File: src/assert_macros.svh
// Assertion macros for the RTL of the hangar door supervisor.
`ifndef ASSERT_MACROS_SVH
`define ASSERT_MACROS_SVH

`ifndef SYNTH

// Check a property on every rising edge, skipped while reset is held low.
`define HDS_ASSERT(lbl, clk, rst_n, prop, msg) \
    lbl: assert property (@(posedge clk) disable iff (!rst_n) prop) else $error(msg);

// Check a property on every rising edge, reset included.
`define HDS_ASSERT_ALWAYS(lbl, clk, prop, msg) \
    lbl: assert property (@(posedge clk) prop) else $error(msg);

`else

`define HDS_ASSERT(lbl, clk, rst_n, prop, msg)
`define HDS_ASSERT_ALWAYS(lbl, clk, prop, msg)

`endif

`endif

File: src/hds_pkg.sv
// Types, codes and reset values for the hangar door supervisor.
package hds_pkg;

    // Operating modes, encoded as reported on the mode output
    typedef enum logic [2:0] {
        M_INSIDE  = 3'd0,
        M_TAKEOFF = 3'd1,
        M_OUT     = 3'd2,
        M_LANDING = 3'd3,
        M_PRE     = 3'd4,
        M_ALARM   = 3'd5
    } t_mode;

    // Screen message codes
    typedef enum logic [2:0] {
        SC_INSIDE  = 3'd0,
        SC_TAKEOFF = 3'd1,
        SC_OUT     = 3'd2,
        SC_LANDING = 3'd3,
        SC_ALARM   = 3'd4
    } t_screen;

    // Configuration register indexes
    typedef enum logic [2:0] {
        CFG_TAKEOFF_DIST  = 3'd0,
        CFG_LANDING_DIST  = 3'd1,
        CFG_TEMP_THR      = 3'd2,
        CFG_TAKEOFF_HOLD  = 3'd3,
        CFG_LANDING_HOLD  = 3'd4,
        CFG_PREALARM_DLY  = 3'd5,
        CFG_ALARM_DLY     = 3'd6
    } t_cfg_idx;

    localparam int TIMER_BITS_DEF = 16;

    localparam int DIST_W  = 10;
    localparam int TEMP_W  = 12;
    localparam int TICKS_W = 16;
    localparam int CFG_W   = 16;
    localparam int IDX_W   = 3;

    // Register reset values
    localparam logic [DIST_W-1:0]         RST_TAKEOFF_DIST = 10'd100;
    localparam logic [DIST_W-1:0]         RST_LANDING_DIST = 10'd10;
    localparam logic signed [TEMP_W-1:0]  RST_TEMP_THR     = 12'sd400;
    localparam logic [TICKS_W-1:0]        RST_TAKEOFF_HOLD = 16'd50;
    localparam logic [TICKS_W-1:0]        RST_LANDING_HOLD = 16'd50;
    localparam logic [TICKS_W-1:0]        RST_PREALARM_DLY = 16'd50;
    localparam logic [TICKS_W-1:0]        RST_ALARM_DLY    = 16'd100;

endpackage

File: src/hangar_door_supervisor_fsm.sv
// Hangar door supervisor: mode machine, qualifying and heat timers, latched outputs.
//
// One input item is one sensor tick and produces exactly one result item with the
// mode, the latched door/lamp/screen states and an alarm-entry pulse. An item is
// captured in an input register, evaluated against the mode, timer and request
// state in combinational logic, and written to a result register; the block takes
// one item per clock cycle while the result side is not stalled. Back-pressure on
// the result side stalls both stages; the input register keeps accepting while
// the result register can drain in the same cycle. Timers count ticks and
// saturate at 2^TIMER_BITS-1. Configuration registers are written through the
// plain write port and take effect on the next item.
module hangar_door_supervisor_fsm #(
    parameter int TIMER_BITS = hds_pkg::TIMER_BITS_DEF
) (
    input  logic                        i_clk,
    input  logic                        i_rst_n,
    // Configuration write port
    input  logic                        i_cfg_we,
    input  logic [hds_pkg::IDX_W-1:0]   i_cfg_idx,
    input  logic [hds_pkg::CFG_W-1:0]   i_cfg_data,
    // Input channel
    input  logic                        i_in_valid,
    output logic                        o_in_ready,
    input  logic [hds_pkg::DIST_W-1:0]  i_distance_cm,
    input  logic signed [hds_pkg::TEMP_W-1:0] i_temperature,
    input  logic                        i_motion_seen,
    input  logic                        i_takeoff_request,
    input  logic                        i_land_request,
    input  logic                        i_reset_pressed,
    // Result channel
    output logic                        o_out_valid,
    input  logic                        i_out_ready,
    output logic [2:0]                  o_mode_now,
    output logic                        o_door_open,
    output logic                        o_lamp_inside,
    output logic                        o_lamp_moving_blink,
    output logic                        o_lamp_alarm,
    output logic [2:0]                  o_screen_code,
    output logic                        o_alarm_entered
);
    import hds_pkg::*;

    `include "assert_macros.svh"

    localparam int CMP_W = (TIMER_BITS > TICKS_W) ? TIMER_BITS : TICKS_W;

    // Configuration registers
    logic [DIST_W-1:0]        r_takeoff_dist;
    logic [DIST_W-1:0]        r_landing_dist;
    logic signed [TEMP_W-1:0] r_temp_thr;
    logic [TICKS_W-1:0]       r_takeoff_hold;
    logic [TICKS_W-1:0]       r_landing_hold;
    logic [TICKS_W-1:0]       r_prealarm_dly;
    logic [TICKS_W-1:0]       r_alarm_dly;

    // Input stage
    logic                     r_in_valid;
    logic [DIST_W-1:0]        r_in_dist;
    logic signed [TEMP_W-1:0] r_in_temp;
    logic                     r_in_motion;
    logic                     r_in_tk_req;
    logic                     r_in_ld_req;
    logic                     r_in_pressed;

    // Supervisor state
    t_mode                    r_mode, n_mode;
    t_mode                    r_ret_mode, n_ret_mode;
    logic                     r_mt_act, n_mt_act;
    logic [TIMER_BITS-1:0]    r_mt_cnt, n_mt_cnt;
    logic                     r_ht_act, n_ht_act;
    logic [TIMER_BITS-1:0]    r_ht_cnt, n_ht_cnt;
    logic                     r_tk_pend, n_tk_pend;
    logic                     r_ld_pend, n_ld_pend;
    logic                     r_door, n_door;
    logic                     r_lamp_in, n_lamp_in;
    logic                     r_blink, n_blink;
    logic                     r_lamp_alarm, n_lamp_alarm;
    t_screen                  r_screen, n_screen;
    logic                     n_alarm_entered;

    // Result stage
    logic                     r_out_valid;
    t_mode                    r_out_mode;
    logic                     r_out_door;
    logic                     r_out_lamp_in;
    logic                     r_out_blink;
    logic                     r_out_lamp_alarm;
    t_screen                  r_out_screen;
    logic                     r_out_alarm_entered;

    logic                     out_free;
    logic                     in_move;

    // Handshake: result register can take a new item when empty or draining
    assign out_free   = !r_out_valid || i_out_ready;
    assign in_move    = r_in_valid && out_free;
    assign o_in_ready = !r_in_valid || out_free;

    // Write configuration registers
    always_ff @(posedge i_clk) begin
        if (!i_rst_n) begin
            r_takeoff_dist <= RST_TAKEOFF_DIST;
            r_landing_dist <= RST_LANDING_DIST;
            r_temp_thr     <= RST_TEMP_THR;
            r_takeoff_hold <= RST_TAKEOFF_HOLD;
            r_landing_hold <= RST_LANDING_HOLD;
            r_prealarm_dly <= RST_PREALARM_DLY;
            r_alarm_dly    <= RST_ALARM_DLY;
        end else if (i_cfg_we) begin
            case (t_cfg_idx'(i_cfg_idx))
                CFG_TAKEOFF_DIST: r_takeoff_dist <= i_cfg_data[DIST_W-1:0];
                CFG_LANDING_DIST: r_landing_dist <= i_cfg_data[DIST_W-1:0];
                CFG_TEMP_THR:     r_temp_thr     <= $signed(i_cfg_data[TEMP_W-1:0]);
                CFG_TAKEOFF_HOLD: r_takeoff_hold <= i_cfg_data[TICKS_W-1:0];
                CFG_LANDING_HOLD: r_landing_hold <= i_cfg_data[TICKS_W-1:0];
                CFG_PREALARM_DLY: r_prealarm_dly <= i_cfg_data[TICKS_W-1:0];
                CFG_ALARM_DLY:    r_alarm_dly    <= i_cfg_data[TICKS_W-1:0];
                default: ;
            endcase
        end
    end

    // Capture the input item
    always_ff @(posedge i_clk) begin
        if (!i_rst_n) begin
            r_in_valid <= 1'b0;
        end else if (o_in_ready) begin
            r_in_valid <= i_in_valid;
        end
    end

    always_ff @(posedge i_clk) begin
        if (i_in_valid && o_in_ready) begin
            r_in_dist    <= i_distance_cm;
            r_in_temp    <= i_temperature;
            r_in_motion  <= i_motion_seen;
            r_in_tk_req  <= i_takeoff_request;
            r_in_ld_req  <= i_land_request;
            r_in_pressed <= i_reset_pressed;
        end
    end

    // Tick-level conditions
    logic                  far_ok, near_ok, hot;
    logic [TIMER_BITS-1:0] mt_inc, ht_inc;
    logic                  q_near_sel, q_ok, q_exp;
    logic [TICKS_W-1:0]    q_hold;
    logic [TIMER_BITS-1:0] q_cnt;
    logic                  heat_exp, alarm_exp;

    assign far_ok  = r_in_dist >= r_takeoff_dist;
    assign near_ok = r_in_dist <= r_landing_dist;
    assign hot     = r_in_temp >= r_temp_thr;

    // Advance active timers, saturating at all ones
    assign mt_inc = (r_mt_act && !(&r_mt_cnt)) ? r_mt_cnt + 1'b1 : r_mt_cnt;
    assign ht_inc = (r_ht_act && !(&r_ht_cnt)) ? r_ht_cnt + 1'b1 : r_ht_cnt;

    // Qualifying timer: landing limit while landing, take-off limit otherwise
    assign q_near_sel = (r_mode == M_LANDING) ||
                        ((r_mode == M_PRE) && (r_ret_mode == M_LANDING));
    assign q_ok   = q_near_sel ? near_ok : far_ok;
    assign q_hold = q_near_sel ? r_landing_hold : r_takeoff_hold;
    assign q_exp  = q_ok && r_mt_act && (CMP_W'(mt_inc) >= CMP_W'(q_hold));
    assign q_cnt  = (q_ok && r_mt_act) ? mt_inc : '0;

    assign heat_exp  = hot && r_ht_act && (CMP_W'(ht_inc) >= CMP_W'(r_prealarm_dly));
    assign alarm_exp = r_ht_act && (CMP_W'(ht_inc) >= CMP_W'(r_alarm_dly));

    // Next state for one tick
    always_comb begin
        logic do_heat;
        do_heat         = 1'b0;
        n_mode          = r_mode;
        n_ret_mode      = r_ret_mode;
        n_mt_act        = r_mt_act;
        n_mt_cnt        = mt_inc;
        n_ht_act        = r_ht_act;
        n_ht_cnt        = ht_inc;
        n_tk_pend       = r_tk_pend || r_in_tk_req;
        n_ld_pend       = r_ld_pend || r_in_ld_req;
        n_door          = r_door;
        n_lamp_in       = r_lamp_in;
        n_blink         = r_blink;
        n_lamp_alarm    = r_lamp_alarm;
        n_screen        = r_screen;
        n_alarm_entered = 1'b0;

        case (r_mode)
            M_INSIDE: begin
                if (n_tk_pend) begin
                    n_tk_pend = 1'b0;
                    n_lamp_in = 1'b0;
                    n_door    = 1'b1;
                    n_screen  = SC_TAKEOFF;
                    n_mt_act  = 1'b0;
                    n_mt_cnt  = '0;
                    n_mode    = M_TAKEOFF;
                end
                do_heat = 1'b1;
            end
            M_TAKEOFF: begin
                n_blink  = 1'b1;
                n_mt_act = q_ok;
                n_mt_cnt = q_cnt;
                if (q_exp) begin
                    n_door    = 1'b0;
                    n_screen  = SC_OUT;
                    n_blink   = 1'b0;
                    n_ld_pend = 1'b0;
                    n_mode    = M_OUT;
                end
                do_heat = 1'b1;
            end
            M_OUT: begin
                if (n_ld_pend && r_in_motion) begin
                    n_ld_pend = 1'b0;
                    n_door    = 1'b1;
                    n_screen  = SC_LANDING;
                    n_mt_act  = 1'b0;
                    n_mt_cnt  = '0;
                    n_mode    = M_LANDING;
                end
            end
            M_LANDING: begin
                n_blink  = 1'b1;
                n_mt_act = q_ok;
                n_mt_cnt = q_cnt;
                if (q_exp) begin
                    n_door    = 1'b0;
                    n_screen  = SC_INSIDE;
                    n_lamp_in = 1'b1;
                    n_blink   = 1'b0;
                    n_tk_pend = 1'b0;
                    n_mode    = M_INSIDE;
                end
                do_heat = 1'b1;
            end
            M_PRE: begin
                // Keep qualifying a move that was under way
                if (r_ret_mode == M_LANDING || r_ret_mode == M_TAKEOFF) begin
                    n_blink  = 1'b1;
                    n_mt_act = q_ok;
                    n_mt_cnt = q_cnt;
                    if (q_exp) begin
                        n_door  = 1'b0;
                        n_blink = 1'b0;
                        if (r_ret_mode == M_LANDING) begin
                            n_ret_mode = M_INSIDE;
                            n_lamp_in  = 1'b1;
                        end else begin
                            n_ret_mode = M_OUT;
                        end
                    end
                end
                priority if (!hot) begin
                    n_mode = n_ret_mode;
                end else if (alarm_exp) begin
                    if (n_ret_mode == M_LANDING) begin
                        n_ret_mode = M_INSIDE;
                    end else if (n_ret_mode == M_TAKEOFF) begin
                        n_ret_mode = M_OUT;
                    end
                    n_door          = 1'b0;
                    n_lamp_alarm    = 1'b1;
                    n_lamp_in       = 1'b0;
                    n_blink         = 1'b0;
                    n_screen        = SC_ALARM;
                    n_mode          = M_ALARM;
                    n_alarm_entered = 1'b1;
                end else begin
                    // Hold pre-alarm while the alarm delay runs
                end
            end
            M_ALARM: begin
                if (r_in_pressed) begin
                    n_lamp_alarm = 1'b0;
                    n_ht_act     = 1'b0;
                    n_ht_cnt     = '0;
                    if (r_ret_mode == M_INSIDE) begin
                        n_lamp_in = 1'b1;
                        n_screen  = SC_INSIDE;
                    end else begin
                        n_screen  = SC_OUT;
                    end
                    n_mode = r_ret_mode;
                end
            end
            default: ;
        endcase

        // Heat check sees the mode reached in this tick
        if (do_heat) begin
            n_ht_act = hot;
            n_ht_cnt = (hot && r_ht_act) ? ht_inc : '0;
            if (heat_exp) begin
                if (n_mode == M_INSIDE) begin
                    n_door = 1'b0;
                end
                n_ret_mode = n_mode;
                n_ht_cnt   = '0;
                n_mode     = M_PRE;
            end
        end
    end

    // Update supervisor state once per accepted tick
    always_ff @(posedge i_clk) begin
        if (!i_rst_n) begin
            r_mode       <= M_INSIDE;
            r_ret_mode   <= M_INSIDE;
            r_mt_act     <= 1'b0;
            r_mt_cnt     <= '0;
            r_ht_act     <= 1'b0;
            r_ht_cnt     <= '0;
            r_tk_pend    <= 1'b0;
            r_ld_pend    <= 1'b0;
            r_door       <= 1'b0;
            r_lamp_in    <= 1'b1;
            r_blink      <= 1'b0;
            r_lamp_alarm <= 1'b0;
            r_screen     <= SC_INSIDE;
        end else if (in_move) begin
            r_mode       <= n_mode;
            r_ret_mode   <= n_ret_mode;
            r_mt_act     <= n_mt_act;
            r_mt_cnt     <= n_mt_cnt;
            r_ht_act     <= n_ht_act;
            r_ht_cnt     <= n_ht_cnt;
            r_tk_pend    <= n_tk_pend;
            r_ld_pend    <= n_ld_pend;
            r_door       <= n_door;
            r_lamp_in    <= n_lamp_in;
            r_blink      <= n_blink;
            r_lamp_alarm <= n_lamp_alarm;
            r_screen     <= n_screen;
        end
    end

    // Hold the result item until taken
    always_ff @(posedge i_clk) begin
        if (!i_rst_n) begin
            r_out_valid <= 1'b0;
        end else if (out_free) begin
            r_out_valid <= r_in_valid;
        end
    end

    always_ff @(posedge i_clk) begin
        if (in_move) begin
            r_out_mode          <= n_mode;
            r_out_door          <= n_door;
            r_out_lamp_in       <= n_lamp_in;
            r_out_blink         <= n_blink;
            r_out_lamp_alarm    <= n_lamp_alarm;
            r_out_screen        <= n_screen;
            r_out_alarm_entered <= n_alarm_entered;
        end
    end

    assign o_out_valid         = r_out_valid;
    assign o_mode_now          = r_out_mode;
    assign o_door_open         = r_out_door;
    assign o_lamp_inside       = r_out_lamp_in;
    assign o_lamp_moving_blink = r_out_blink;
    assign o_lamp_alarm        = r_out_lamp_alarm;
    assign o_screen_code       = r_out_screen;
    assign o_alarm_entered     = r_out_alarm_entered;

    // Checks on the supervisor logic
    `HDS_ASSERT(a_alarm_pulse_mode, i_clk, i_rst_n, (o_out_valid && o_alarm_entered) |-> (o_mode_now == M_ALARM && o_lamp_alarm), "alarm pulse without alarm mode and lamp")
    `HDS_ASSERT(a_alarm_lamp, i_clk, i_rst_n, (r_mode == M_ALARM) |-> r_lamp_alarm, "alarm mode with alarm lamp off")
    `HDS_ASSERT(a_timer_idle_zero, i_clk, i_rst_n, (r_mt_act || r_mt_cnt == '0) && (r_ht_act || r_ht_cnt == '0), "inactive timer holds a count")
    `HDS_ASSERT(a_door_open_mode, i_clk, i_rst_n, r_door |-> (r_mode == M_TAKEOFF || r_mode == M_LANDING || r_mode == M_PRE), "door open in a resting mode")
    `HDS_ASSERT(a_state_holds, i_clk, i_rst_n, !in_move |=> $stable(r_mode) && $stable(r_ret_mode), "mode changed without an item")

endmodule
File: config.mk
export PLATFORM = sky130hd
export DESIGN_NAME = hangar_door_supervisor_fsm
export DESIGN_NICKNAME = d
export VERILOG_FILES = /design/src/hds_pkg.sv /design/src/hangar_door_supervisor_fsm.sv
export VERILOG_INCLUDE_DIRS = /design/src /design/src/src
export SDC_FILE = /design/constraint.sdc
export NUM_CORES = 1
export LEC_CHECK = 0
export BUFFER_PORTS_ARGS = -buffer_cell sky130_fd_sc_hd__clkbuf_2
export CAP_MARGIN = 20
export CORE_ASPECT_RATIO = 1.1
export CORE_UTILIZATION = 40
export CTS_BUF_LIST = sky130_fd_sc_hd__clkbuf_4 sky130_fd_sc_hd__clkbuf_8
export CTS_CLUSTER_SIZE = 8
export DETAILED_ROUTE_END_ITERATION = 8
export HOLD_SLACK_MARGIN = 0.05
export PLACE_DENSITY = 0.54
export SYNTH_ARGS = -nofsm -noshare
export SYNTH_HDL_FRONTEND = slang
export SYNTH_SLANG_ARGS = --single-unit
File: constraint.sdc
create_clock -name i_clk -period 8.6 [get_ports i_clk]
set_input_delay 1.72 -clock i_clk [delete_from_list [all_inputs] [get_ports i_clk]]
set_output_delay 1.72 -clock i_clk [all_outputs]
set_load 0.01 [all_outputs]
# Word level (Yosys, flattened, before mapping)
# Cells that the tools add are included.
# op_classes
n_addsub,2
mul,0
n_div,0
n_lt_le_gt_ge,6
n_eq_ne,18
shifts,0
mux,87
bitwise,0
n_reduce_logical,42
# ops
cell,n
$mux W16,12
$mux W3,26
$pmux W16 S4,1
$ge A16 B16 Y1,3
$mux W1,37
$pmux W3 S6,2
$add A16 B1 Y16 const B,2
$reduce_and A16 Y1,2
$eq A3 B2 Y1 const B,6
$reduce_and A2 Y1,8
$eq A3 B3 Y1 const B,5
$eq A3 B1 Y1 const B,4
$ge A12 B12 Y1,1
$logic_not A3 Y1,4
$pmux W1 S4,3
$logic_and A1 B1 Y1,11
$ge A10 B10 Y1,1
$le A10 B10 Y1,1
$pmux W1 S2,4
$logic_or A1 B1 Y1,6
$reduce_and A5 Y1,1
$logic_not A1 Y1,4
$mux W2,2
$ne A2 B2 Y1 const B,2
other kinds (6),7
# word_totals
ff_bits,184
latchBits,0
ramBits,0
romBits,0
in_bits,50
word_cells,190
mem_count,0

# Depth between registers and ports, before layout
# Gate-level depths: netlist of the first run.
# depth
word_depth,17
mapped_depth,19
ltp_nobuf,18

# Worst setup path before layout of the first run
# No wires, ideal clock.
# synth_timing
path_type,register -> register
startpoint,register r_mt_cnt[0]
endpoint,"register r_out_door, in the netlist o_door_open (data pin)"
t_arrival_ps,3627
slack_ps,4717
stages_incl_launch_ff,17
n_path_buf,1
path_cell_list,dfxtp_1 -> ha_1 -> nand3_1 -> o41a_1 -> and3_4 -> and3_4 -> nor3b_2 -> and3_4 -> xor2_1 -> ha_1 -> nand4_1 -> o31ai_1 -> nand3_2 -> buf_2 -> a21oi_1 -> o2111a_1 -> nor2_1
# synth_between
elab_chain_cells,15
# synth_lines
item,line_no,source
from (decl),hangar_door_supervisor_fsm.sv:69,"logic [TIMER_BITS-1:0] r_mt_cnt, n_mt_cnt;"
from (signal assigned),hangar_door_supervisor_fsm.sv:327,r_mt_cnt <= n_mt_cnt;
branches (longest 3 deep; another with $add A16 B1 Y16),n/a,
$mux W16 *,hangar_door_supervisor_fsm.sv:156,assign mt_inc = (r_mt_act && !(&r_mt_cnt)) ? r_mt_cnt + 1'b1 : r_mt_cnt;
$ge A16 B16 Y1 *,hangar_door_supervisor_fsm.sv:164,assign q_exp = q_ok && r_mt_act && (CMP_W'(mt_inc) >= CMP_W'(q_hold));
$logic_and A1 B1 Y1 *,hangar_door_supervisor_fsm.sv:164,
$mux W3,hangar_door_supervisor_fsm.sv:245,if (q_exp) begin
$mux W3,hangar_door_supervisor_fsm.sv:241,if (r_ret_mode == M_LANDING || r_ret_mode == M_TAKEOFF) begin
$mux W3,hangar_door_supervisor_fsm.sv:189,case (r_mode)
$mux W3,hangar_door_supervisor_fsm.sv:256,priority if (!hot) begin
$pmux W3 S6,hangar_door_supervisor_fsm.sv:189,
$logic_not A3 Y1,hangar_door_supervisor_fsm.sv:297,if (n_mode == M_INSIDE) begin
$mux W1,hangar_door_supervisor_fsm.sv:297,
$mux W1,hangar_door_supervisor_fsm.sv:296,if (heat_exp) begin
$mux W1 *,hangar_door_supervisor_fsm.sv:293,if (do_heat) begin
named net n_door,hangar_door_supervisor_fsm.sv:74,"logic r_door, n_door;"
to (signal assigned),hangar_door_supervisor_fsm.sv:352,r_out_door <= n_door;
to (decl),hangar_door_supervisor_fsm.sv:84,logic r_out_door;
# Mark *: on every way through the listed nets, which the timed path passes. The select of a mux whose other input is x is not followed.
# A chain may end at the register's enable or synchronous reset.

# Worst setup path after layout of the first run
# layout_timing
startpoint,register r_ht_cnt[0]
endpoint,"register r_out_door, in the netlist o_door_open (data pin)"
# layout_between
elab_chain_cells,13
# layout_lines
item,line_no,source
from (decl),hangar_door_supervisor_fsm.sv:71,"logic [TIMER_BITS-1:0] r_ht_cnt, n_ht_cnt;"
from (signal assigned),hangar_door_supervisor_fsm.sv:329,r_ht_cnt <= n_ht_cnt;
branches (longest 3 deep; another with $add A16 B1 Y16),n/a,
$mux W16 *,hangar_door_supervisor_fsm.sv:157,assign ht_inc = (r_ht_act && !(&r_ht_cnt)) ? r_ht_cnt + 1'b1 : r_ht_cnt;
$ge A16 B16 Y1,hangar_door_supervisor_fsm.sv:168,assign alarm_exp = r_ht_act && (CMP_W'(ht_inc) >= CMP_W'(r_alarm_dly));
$logic_and A1 B1 Y1,hangar_door_supervisor_fsm.sv:168,
$mux W3,hangar_door_supervisor_fsm.sv:258,end else if (alarm_exp) begin
$mux W3,hangar_door_supervisor_fsm.sv:256,
$pmux W3 S6,hangar_door_supervisor_fsm.sv:189,
$logic_not A3 Y1,hangar_door_supervisor_fsm.sv:297,
$mux W1,hangar_door_supervisor_fsm.sv:297,
$mux W1,hangar_door_supervisor_fsm.sv:296,
$mux W1 *,hangar_door_supervisor_fsm.sv:293,
named net n_door,hangar_door_supervisor_fsm.sv:74,
# Mark *: on every way through the listed nets, which the timed path passes.

==> metrics.txt, run 1 <==
Sw Pwr roughly 0.00044 W; post-CTS sizing 0; Syn Nets 1301; sequential cell area fraction in the yosys report 0.4008; site row count 60; Clock Path Buffers 2; Starting DRT DRC Count 441; crit-path max FO 11; hold path cells 2; Final Core Density 0.4506; dpl cells between 1000 and 1500; hold path endpoint r_takeoff_hold[11]$_SDFFE_PN0P_; first-pass GRT wire length 39.28 mm; R2R Setup Slk 3.58 ns; Core Region roughly 25000 um^2; Area growth, synth to finish 9.686%; switching share of power 0.2576; Slew Limit Fails 0; max cap viols 0; Hold Vio Cnt, Final 0; diode count 0; WS Path Type flop to flop; YS warnings 0; fmax roughly 200 MHz; first drt pass iteration count 5; crit-path cells ha_1, nand3_1, nor3_1, a2111oi_2, and3_1, and3_1, xor2_1, ha_1, a21oi_1, o21ai_0, a22o_1, o21bai_1, o21ai_1, a21oi_1, o2111a_1, nor2_1; Post-DP HPWL roughly 17 mm; Leak about 4.3 nW; initial antenna violation count 0; clk slew on worst S/H paths between 0.1 and 0.15 ns; clock root buffer clkbuf_8; postcts setup bufs 0; sum of negative setup slack 0 ns; grt ovf 0; clock network power share 0.363; status finished clean; Power per Cell Area 152.6 nW/um^2; die height between 150 and 200 um; largest net degree at the start of global routing 80; cell-internal power 0.001257 W; Slew @ Worst Pin 1.017 ns; synth top area cells dfxtp_1, edfxtp_1, ha_1; RR Startpoint r_ht_cnt[0]$_SDFFE_PN0P_; boundary pin count 63; nature of the critical path endpoint flop; Antenna Nets Post-Route 0; Hold Startpoint r_takeoff_hold[11]$_SDFFE_PN0P_; DRC viols 0; Rel. slew slack 0.3194; Crit path required time 8.83 ns; commonest non-fill, non-tap cell in the layout nand2_1; CTS tree done; most frequent cells in the layout nand2_1, dfxtp_1, a21boi_0, ha_1, inv_1; ys flop type dfxtp_1; CP max-delay cell o21bai_1; hold_buf cts 0; Post-Syn Area around 10000 um^2; Critical Path Start Type flop; Die X between 150 and 200 um; Setup Skew 0.01765 ns; # port buffers 62; final non-filler cell total roughly 1500; final period demand of the worst path 5.021 ns; clk_lat worst skew 0.46 ns; Final Net Count about 1300; FF-to-FF path depth 16; drt wl/cell roughly 16 um; RePlAce Congestion ~0.87; Mean Syn Cell Area around 8.7 um^2; vias in the first global route between 7000 and 8000; reg2reg end o_door_open$_DFFE_PP_; final wirelength between 20 and 25 mm; Synth Instances between 1000 and 1500; Starting Density 0.4108; share of post-route cells with drive strength above 1 0.1010; post-synthesis async set-or-reset flop share 0; CP max stage delay around 0.7 ns; Seq pwr share 0.543; Fin Hold WS around 0.47 ns; htree depth 4; Comb power frac 0.094; Via Count 7989; Die ar. about 26000 um^2; final setup fails 0; Sink Count ~180; Worst IR Drop VDD 0.1123 mV; DR vias/cell between 5 and 6; Yosys top cell area share 0.2909; Yosys top cell by area dfxtp_1; fin crit share 0.5838; count of different cell masters after synthesis a little under 80; RSZ-0062 raised after global routing no; Total GRT Usage 0.1920; Arr. time, crit path approximately 5.3 ns; Post-synth EDFFs 37; worst hold path class flop to flop; TritonCTS Buffers 17; Synth Register Bits 184
## power by group through the flow
stage	Sequential [W]	Combinational, W	Clock (W)
after global routing	0.000923	0.000179	0.000668
after detailed placement	0.000940	0.000160	0
after CTS	0.000920	0.000160	0.000636
after global placement	0.000939	0.000160	0
after floorplan	0.000935	0.000104	0
final	0.000919	0.000159	0.000615
## cell families (layout without fill, tap and decap cells)
family	Yosys count	after routing	synth area share
compound gates	286	286	0.2000
xor+xnor	31	31	0.02684
fa+ha+maj	82	82	0.1014
buf+inv	125	174	0.04762
flops	184	184	0.4008
mux	20	20	0.02004
simple gates	441	441	0.2032
## critical path, delay by kind of cell, from the launching register on
kind / cells / cell delay [ns]
AO/OA/AOI/OAI: 8 / 2.32
AND/OR/NAND/NOR: 5 / 1.18
adder cells (fa/ha/maj): 2 / 0.53
flip-flops: 1 / 0.43
XOR/XNOR: 1 / 0.34
## synth_stat cells, drive strengths merged, types with 7 or more instances
library cell / instances
a21oi: 48
nand4: 12
buf: 9
and3: 17
o21a: 7
inv: 72
nor2: 48
ha: 82
o31ai: 8
nor3: 13
clkbuf: 43
dfxtp: 147
xnor2: 19
nand2: 247
o211ai: 26
nor2b: 30
o21ai: 44
nand3: 36
mux2i: 18
edfxtp: 37
xor2: 12
a21boi: 87
nand2b: 13
a22oi: 12
## layout make-up
class	count	area, um^2
inverters	73	274.0
clock buffers	18	241.5
repair buffers	70	376.6
multi-input cells	860	5589
well taps	310	387.9
fillers	2483	13530
clock inverters	13	171.4
flip-flops and latches	184	4054
## stage by stage
step	worst slack, ns	power [W]	area [um^2]
after floorplan	4.717	0.001039	10110
after CTS	3.309	0.001716	11080
after global routing	3.132	0.001770	11090
after detailed placement	3.343	0.001099	10660
after global placement	3.506	0.001099	10660
final	3.579	0.001693	11090
## state kept, by name, indices dropped and copies added, names as in the netlist, 10 cells and up
signal / flops
r_mt_cnt: 16
r_alarm_dly: 16
r_prealarm_dly: 16
r_temp_thr: 12
r_in_dist: 10
r_takeoff_hold: 16
r_takeoff_dist: 10
r_in_temp: 12
r_landing_dist: 10
r_landing_hold: 16
r_ht_cnt: 16
## per-layer routing
metal,track usage,vias up,part of all wire
met2,0.3239,142,0.46
met4,0.06348,0,0.019
li1,-,4152,-
met5,0,-,0
met1,0.2498,3664,0.49
met3,0.03047,31,0.027
## worst max-delay path by stage
stage / startpoint / endpoint / slack (ns) / cells after the start
floorplan: r_mt_cnt[0]$_SDFFE_PN0P_ / o_door_open$_DFFE_PP_ / 4.72 / 16
detailed placement: r_ht_cnt[0]$_SDFFE_PN0P_ / r_ht_cnt[5]$_SDFFE_PN0P_ / 3.34 / 18
CTS: r_ht_cnt[0]$_SDFFE_PN0P_ / r_ht_cnt[9]$_SDFFE_PN0P_ / 3.31 / 18
finish: r_ht_cnt[0]$_SDFFE_PN0P_ / o_door_open$_DFFE_PP_ / 3.58 / 16
global route: r_ht_cnt[0]$_SDFFE_PN0P_ / o_door_open$_DFFE_PP_ / 3.13 / 16
global placement: r_ht_cnt[0]$_SDFFE_PN0P_ / r_ht_cnt[5]$_SDFFE_PN0P_ / 3.51 / 18
No activity file was read; power rests on OpenSTA's default activity.
==> run 2: changes to the inputs <==
==> constraint.sdc (replaced) <==
create_clock -name i_clk -period 4.9 [get_ports i_clk]
set_input_delay 0.98 -clock i_clk [delete_from_list [all_inputs] [get_ports i_clk]]
set_output_delay 0.98 -clock i_clk [all_outputs]
set_load 0.01 [all_outputs]
==> run 2 against run 1 <==
Net effect:
- die area unchanged
- routed wire length increased by 1.9%
- cell count increased by 0.72%
- non-clock buffer count increased by 10
- critical endpoint is now r_lamp_in$_SDFFE_PN1P_
==> metrics.txt, run 2 (same netlist as run 1, synthesis figures left out) <==
grt peak-use layer met2; Comb power frac 0.101; Hold Startpoint r_takeoff_hold[0]$_SDFFE_PN0P_; Via Count approximately 8100; fin crit share 0.9302; RePlAce Congestion ~0.85; Post-DP HPWL 17.44 mm; clk slew on worst S/H paths about 0.10 ns; Total GRT Usage 0.1935; Rel. slew slack 0.3414; Slew Limit Fails 0; max cap viols 0; crit-path max FO 10; share of post-route cells with drive strength above 1 0.1098; site row count 60; Leak 4.328 nW; vias in the first global route roughly 7600; post-CTS sizing 0; CP max stage delay between 0.4 and 0.5 ns; Area growth, synth to finish 10.08%; Setup Skew 0.01753 ns; initial antenna violation count 0; fmax approximately 220 MHz; Slew @ Worst Pin roughly 0.98 ns; nature of the critical path endpoint flop; RSZ-0062 raised after global routing no; TritonCTS Buffers 17; commonest non-fill, non-tap cell in the layout nand2_1; final period demand of the worst path roughly 4.6 ns; sum of negative setup slack 0 ns; Core Region 24620 um^2; met2 Use GR 0.3261; clk_lat worst skew 0.47 ns; clock network power share 0.341; final wirelength 24.61 mm; largest net degree at the start of global routing 115; Clock Path Buffers 2; hold path cells 2; FF-to-FF path depth 19; Final Core Density 0.4522; hold path endpoint r_takeoff_hold[0]$_SDFFE_PN0P_; crit-path cells ha_1, nand3_1, nor3_2, a2111oi_2, and3_1, nor2b_1, and3_1, xor2_1, ha_1, nand2_1, nor3_1, nand3_1, a31oi_1, o21bai_1, buf_4, nand2_1, o211ai_1, a221o_1, a2bb2oi_1; reg2reg end r_lamp_in$_SDFFE_PN1P_; cell-internal power a little over 0.002 W; Hold Vio Cnt, Final 0; Seq pwr share 0.558; diode count 0; GR Util met3 0.02944; Power per Cell Area about 260 nW/um^2; clock root buffer clkbuf_8; drt wl/cell ~16 um; CP Buf/Inv Count 1; Critical Path Start Type flop; R2R Setup Slk roughly 0.34 ns; hold_buf cts 0; Final Net Count around 1300; worst hold path class flop to flop; switching share of power 0.2818; htree depth 4; met1 usage 0.2538; postcts setup bufs 0; boundary pin count 63; Worst IR Drop VDD ~0.15 mV; Crit path required time 5.24 ns; Antenna Nets Post-Route 0; Top Family by Delay on Critical Path simple AND/OR/NAND/NOR gates; CTS tree done; Sink Count roughly 180; Die ar. 25930 um^2; Starting Density 0.4108; Die X around 150 um; first-pass GRT wire length 39.56 mm; Arr. time, crit path 4.90 ns; final setup fails 0; WS Path Type flop to flop; CP max-delay cell a2111oi_2; DRC viols 0; # port buffers 62; DR vias/cell 5.291; status finished clean; most frequent cells in the layout nand2_1, dfxtp_1, a21boi_0, ha_1, inv_1; RR Startpoint r_ht_cnt[0]$_SDFFE_PN0P_; die height 168.8 um; first drt pass iteration count 5; grt ovf 0; Starting DRT DRC Count 440; Sw Pwr ~0.00081 W
[run 2: cell types whose count changed in the layout (fill, tap and decap cells not counted), moves of 2 or more]
| cell | previous run | this run |
|---|---|---|
| inv_6 | 2 | 8 |
| buf_4 | 8 | 17 |
| bufinv_16 | 3 | 0 |
| clkinv_4 | 6 | 1 |
| inv_8 | 0 | 2 |
| clkinvlp_4 | 1 | 3 |
[run 2: how the worst max path moves through the flow]
| stage | from | to | slack (ns) | cells past startpoint |
|---|---|---|---|---|
| after floorplan | r_mt_cnt[0]$_SDFFE_PN0P_ | o_door_open$_DFFE_PP_ | 1.02 | 16 |
| final | r_ht_cnt[0]$_SDFFE_PN0P_ | r_lamp_in$_SDFFE_PN1P_ | 0.34 | 19 |
| after CTS | r_ht_cnt[0]$_SDFFE_PN0P_ | r_lamp_in$_SDFFE_PN1P_ | 0.35 | 19 |
| after global placement | r_ht_cnt[0]$_SDFFE_PN0P_ | r_lamp_in$_SDFFE_PN1P_ | 0.48 | 19 |
| after detailed placement | r_ht_cnt[0]$_SDFFE_PN0P_ | r_lamp_in$_SDFFE_PN1P_ | 0.37 | 19 |
| after global routing | r_ht_cnt[0]$_SDFFE_PN0P_ | r_ret_mode[1]$_SDFFE_PN0P_ | 0.02 | 18 |
[run 2: routing by layer]
metal / share of wire / wire length [um]
met5: 0 / 0
met4: 0.017 / 409
met3: 0.033 / 807
met2: 0.47 / 11540
met1: 0.48 / 11860
[run 2: worst register-to-register path: cells and delay by family (launching register included)]
kind / cells / cell delay (ns)
compound gates: 6 / 1.50
xor+xnor: 1 / 0.11
fa+ha+maj: 2 / 0.55
buf+inv: 1 / 0.20
flops: 1 / 0.38
simple gates: 9 / 1.72
[run 2: area by class of cell]
class | instances | area (um^2)
fillers | 2510 | 13490
multi-input cells | 860 | 5589
flip-flops and latches | 184 | 4054
repair buffers | 80 | 464.2
well taps | 310 | 387.9
inverters | 73 | 274.0
clock buffers | 18 | 241.5
clock inverters | 14 | 123.9
[run 2: power groups by stage]
stage | Combinational [W] | Sequential (W) | Clock [W]
6_report | 0.000291 | 0.00161 | 0.000984
5_1_grt | 0.000323 | 0.00162 | 0.00108
4_1_cts | 0.000293 | 0.00161 | 0.00103
3_5_place_dp | 0.000292 | 0.00165 | 0
3_3_place_gp | 0.000290 | 0.00165 | 0
2_1_floorplan | 0.000183 | 0.00164 | 0
[run 2: per-stage QoR]
| stage | instance area, um^2 | total power [W] | std cells | hold WS, ns | setup slack [ns] |
|---|---|---|---|---|---|
| after floorplan | 10110 | 0.001824 | 1169 | 0.4400 | 1.017 |
| after global placement | 10750 | 0.001936 | 1506 | 0.4499 | 0.4751 |
| after detailed placement | 10750 | 0.001937 | 1506 | 0.4541 | 0.3700 |
| after CTS | 11120 | 0.002932 | 1538 | 0.4680 | 0.3489 |
| after global routing | 11130 | 0.003020 | 1539 | 0.4878 | 0.02455 |
| final | 11130 | 0.002886 | 1539 | 0.4686 | 0.3419 |
==> run 3: changes to the inputs <==
--- a/config.mk
+++ b/config.mk
@@ -14,7 +14,7 @@
 export CTS_CLUSTER_SIZE = 8
 export DETAILED_ROUTE_END_ITERATION = 8
 export HOLD_SLACK_MARGIN = 0.05
-export PLACE_DENSITY = 0.54
+export PLACE_DENSITY_LB_ADDON = 0.05
 export SYNTH_ARGS = -nofsm -noshare
 export SYNTH_HDL_FRONTEND = slang
 export SYNTH_SLANG_ARGS = --single-unit
==> run 3 against run 2 <==
Net effect:
- combinational power barely moved
- clock skew up 0.0082 ns
- non-clock buffer count increased by 4
- global-route usage up 0.65 points
- sequential share of layout area is 0.18 points lower
- sequential power is essentially flat
- power rose by 3.3%
- maximum frequency up 4.0%
- cell count increased by 0.26%
- via count hardly changed
- routed wire length is 2.0% higher
- clock-buffer cell count is 1 higher
- highest routed layer unchanged
==> metrics.txt, run 3 (same netlist as run 1, synthesis figures left out) <==
Comb power frac 0.098; Post-DP HPWL between 15 and 20 mm; Seq pwr share 0.540; Sw Pwr between 0.0008 and 0.0009 W; first drt pass iteration count 4; final period demand of the worst path approximately 4.4 ns; crit-path max FO 12; # port buffers 62; Die ar. between 20000 and 30000 um^2; clk slew on worst S/H paths 0.11 ns; Die X ~150 um; CP max-delay cell o41a_1; diode count 0; nature of the critical path endpoint flop; worst hold path class flop to flop; CP Buf/Inv Count 2; RePlAce Congestion approximately 0.8; Leak approximately 4.4 nW; cell-internal power approximately 0.0021 W; Arr. time, crit path between 4 and 5 ns; clock network power share 0.362; final wirelength around 25 mm; RSZ-0062 raised after global routing no; RR Startpoint r_mt_cnt[0]$_SDFFE_PN0P_; status finished clean; Via Count 8135; commonest non-fill, non-tap cell in the layout nand2_1; boundary pin count between 60 and 70; Clock Path Buffers 2; die height roughly 170 um; Antenna Nets Post-Route 0; WS Path Type flop to flop; R2R Setup Slk around 0.52 ns; crit-path cells ha_1, nand3_1, o41a_1, and3_4, and3_4, nand4_1, xnor2_1, ha_1, nand4_1, nor3_1, a2111oi_0, buf_4, o31ai_1, nand3_2, buf_4, a21oi_1, o2111a_1, nor2_1; Slew Limit Fails 0; DR vias/cell approximately 5.3; vias in the first global route 7826; Worst setup startpoint r_mt_cnt[0]$_SDFFE_PN0P_; DRC viols 0; Final Net Count 1352; Crit path required time 5.12 ns; Area growth, synth to finish 10.63%; fmax between 200 and 250 MHz; fin crit share 0.8947; CP max stage delay ~0.5 ns; Slew @ Worst Pin between 1 and 1.5 ns; most frequent cells in the layout nand2_1, dfxtp_1, a21boi_0, ha_1, inv_1; htree depth 4; Total GRT Usage 0.2001; post-CTS sizing 0; Critical Path Start Type flop; share of post-route cells with drive strength above 1 0.1127; Hold Vio Cnt, Final 0; max cap viols 0; initial antenna violation count 0; Sink Count roughly 180; Worst IR Drop VDD 0.1320 mV; stages on the worst setup path 18; clk_lat worst skew around 0.47 ns; switching share of power 0.2803; Power, Total roughly 0.0030 W; site row count 60; Setup crit end o_door_open$_DFFE_PP_; Setup Skew 0.02569 ns; Starting Density 0.4108; Top Family by Delay on Critical Path compound AO/OA/AOI/OAI gates; drt wl/cell ~16 um; reg2reg end o_door_open$_DFFE_PP_; largest net degree at the start of global routing 94; CTS tree done; sum of negative setup slack 0 ns; FF-to-FF path depth 18; Rel. slew slack 0.3089; hold_buf cts 0; Power per Cell Area between 200 and 300 nW/um^2; TritonCTS Buffers 17; grt ovf 0; first-pass GRT wire length roughly 41 mm; Starting DRT DRC Count between 400 and 500; postcts setup bufs 0; Core Region between 20000 and 25000 um^2; final setup fails 0; clock root buffer clkbuf_8
## run 3: changes by cell type in the layout (fill, tap and decap cells not counted)
cell / delta
bufinv_16: +1
buf_4: +5
inv_8: +3
inv_6: -4
buf_12: -1
clkinv_4: +2
clkbuf_8: +1
clkinvlp_4: -3
## run 3: per-stage QoR
| step | hold slack (ns) | std cells | setup slack [ns] | util | cell area (um^2) |
|---|---|---|---|---|---|
| floorplan | 0.4400 | 1169 | 1.017 | - | 10110 |
| global placement | 0.4477 | 1510 | 0.6298 | 0.4376 | 10780 |
| detailed placement | 0.4560 | 1510 | 0.5704 | 0.4376 | 10780 |
| CTS | 0.4700 | 1542 | 0.5211 | 0.4540 | 11180 |
| global route | 0.4903 | 1543 | 0.1540 | 0.4544 | 11190 |
| finish | 0.4687 | 1543 | 0.5159 | 0.4544 | 11190 |
## run 3: final cells by class
class / count / area (um^2)
inverters: 73 / 274.0
clock inverters: 13 / 147.6
well taps: 310 / 387.9
fillers: 2466 / 13430
clock buffers: 19 / 255.2
flip-flops and latches: 184 / 4054
multi-input cells: 860 / 5589
repair buffers: 84 / 481.7
## run 3: worst min-delay path by stage
| stage | slack (ns) | start | cells after the start | endpoint |
|---|---|---|---|---|
| 6_report | 0.47 | r_temp_thr[5]$_SDFFE_PN0P_ | 2 | r_temp_thr[5]$_SDFFE_PN0P_ |
| 5_1_grt | 0.49 | r_landing_hold[0]$_SDFFE_PN0P_ | 2 | r_landing_hold[0]$_SDFFE_PN0P_ |
| 4_1_cts | 0.47 | r_landing_hold[0]$_SDFFE_PN0P_ | 2 | r_landing_hold[0]$_SDFFE_PN0P_ |
| 3_5_place_dp | 0.46 | r_temp_thr[5]$_SDFFE_PN0P_ | 2 | r_temp_thr[5]$_SDFFE_PN0P_ |
| 3_3_place_gp | 0.45 | r_takeoff_hold[0]$_SDFFE_PN0P_ | 2 | r_takeoff_hold[0]$_SDFFE_PN0P_ |
| 2_1_floorplan | 0.44 | r_landing_hold[0]$_SDFFE_PN0P_ | 2 | r_landing_hold[0]$_SDFFE_PN0P_ |
## run 3: power groups by stage
stage / Clock (W) / Sequential, W / Combinational [W]
floorplan: 0 / 0.00164 / 0.000183
global placement: 0 / 0.00165 / 0.000293
detailed placement: 0 / 0.00165 / 0.000294
CTS: 0.00112 / 0.00161 / 0.000296
global route: 0.00118 / 0.00162 / 0.000325
finish: 0.00108 / 0.00161 / 0.000291
## run 3: worst reg2reg max path, delay by kind of cell, from the launching register on
kind / cells / cell delay (ns)
AOI/OAI and AO/OA: 5 / 1.57
xor gates and xnor gates: 1 / 0.09
adders and majority gates: 2 / 0.56
buffers and inverters: 2 / 0.37
DFF: 1 / 0.45
and+or+nand+nor: 8 / 1.09
## run 3: per-layer routing
layer | track usage | part of all wire | vias up
li1 | - | - | 4190
met1 | 0.2562 | 0.47 | 3810
met2 | 0.3466 | 0.48 | 125
met3 | 0.03175 | 0.031 | 10
met4 | 0.05696 | 0.011 | 0
met5 | 0 | 0 | -
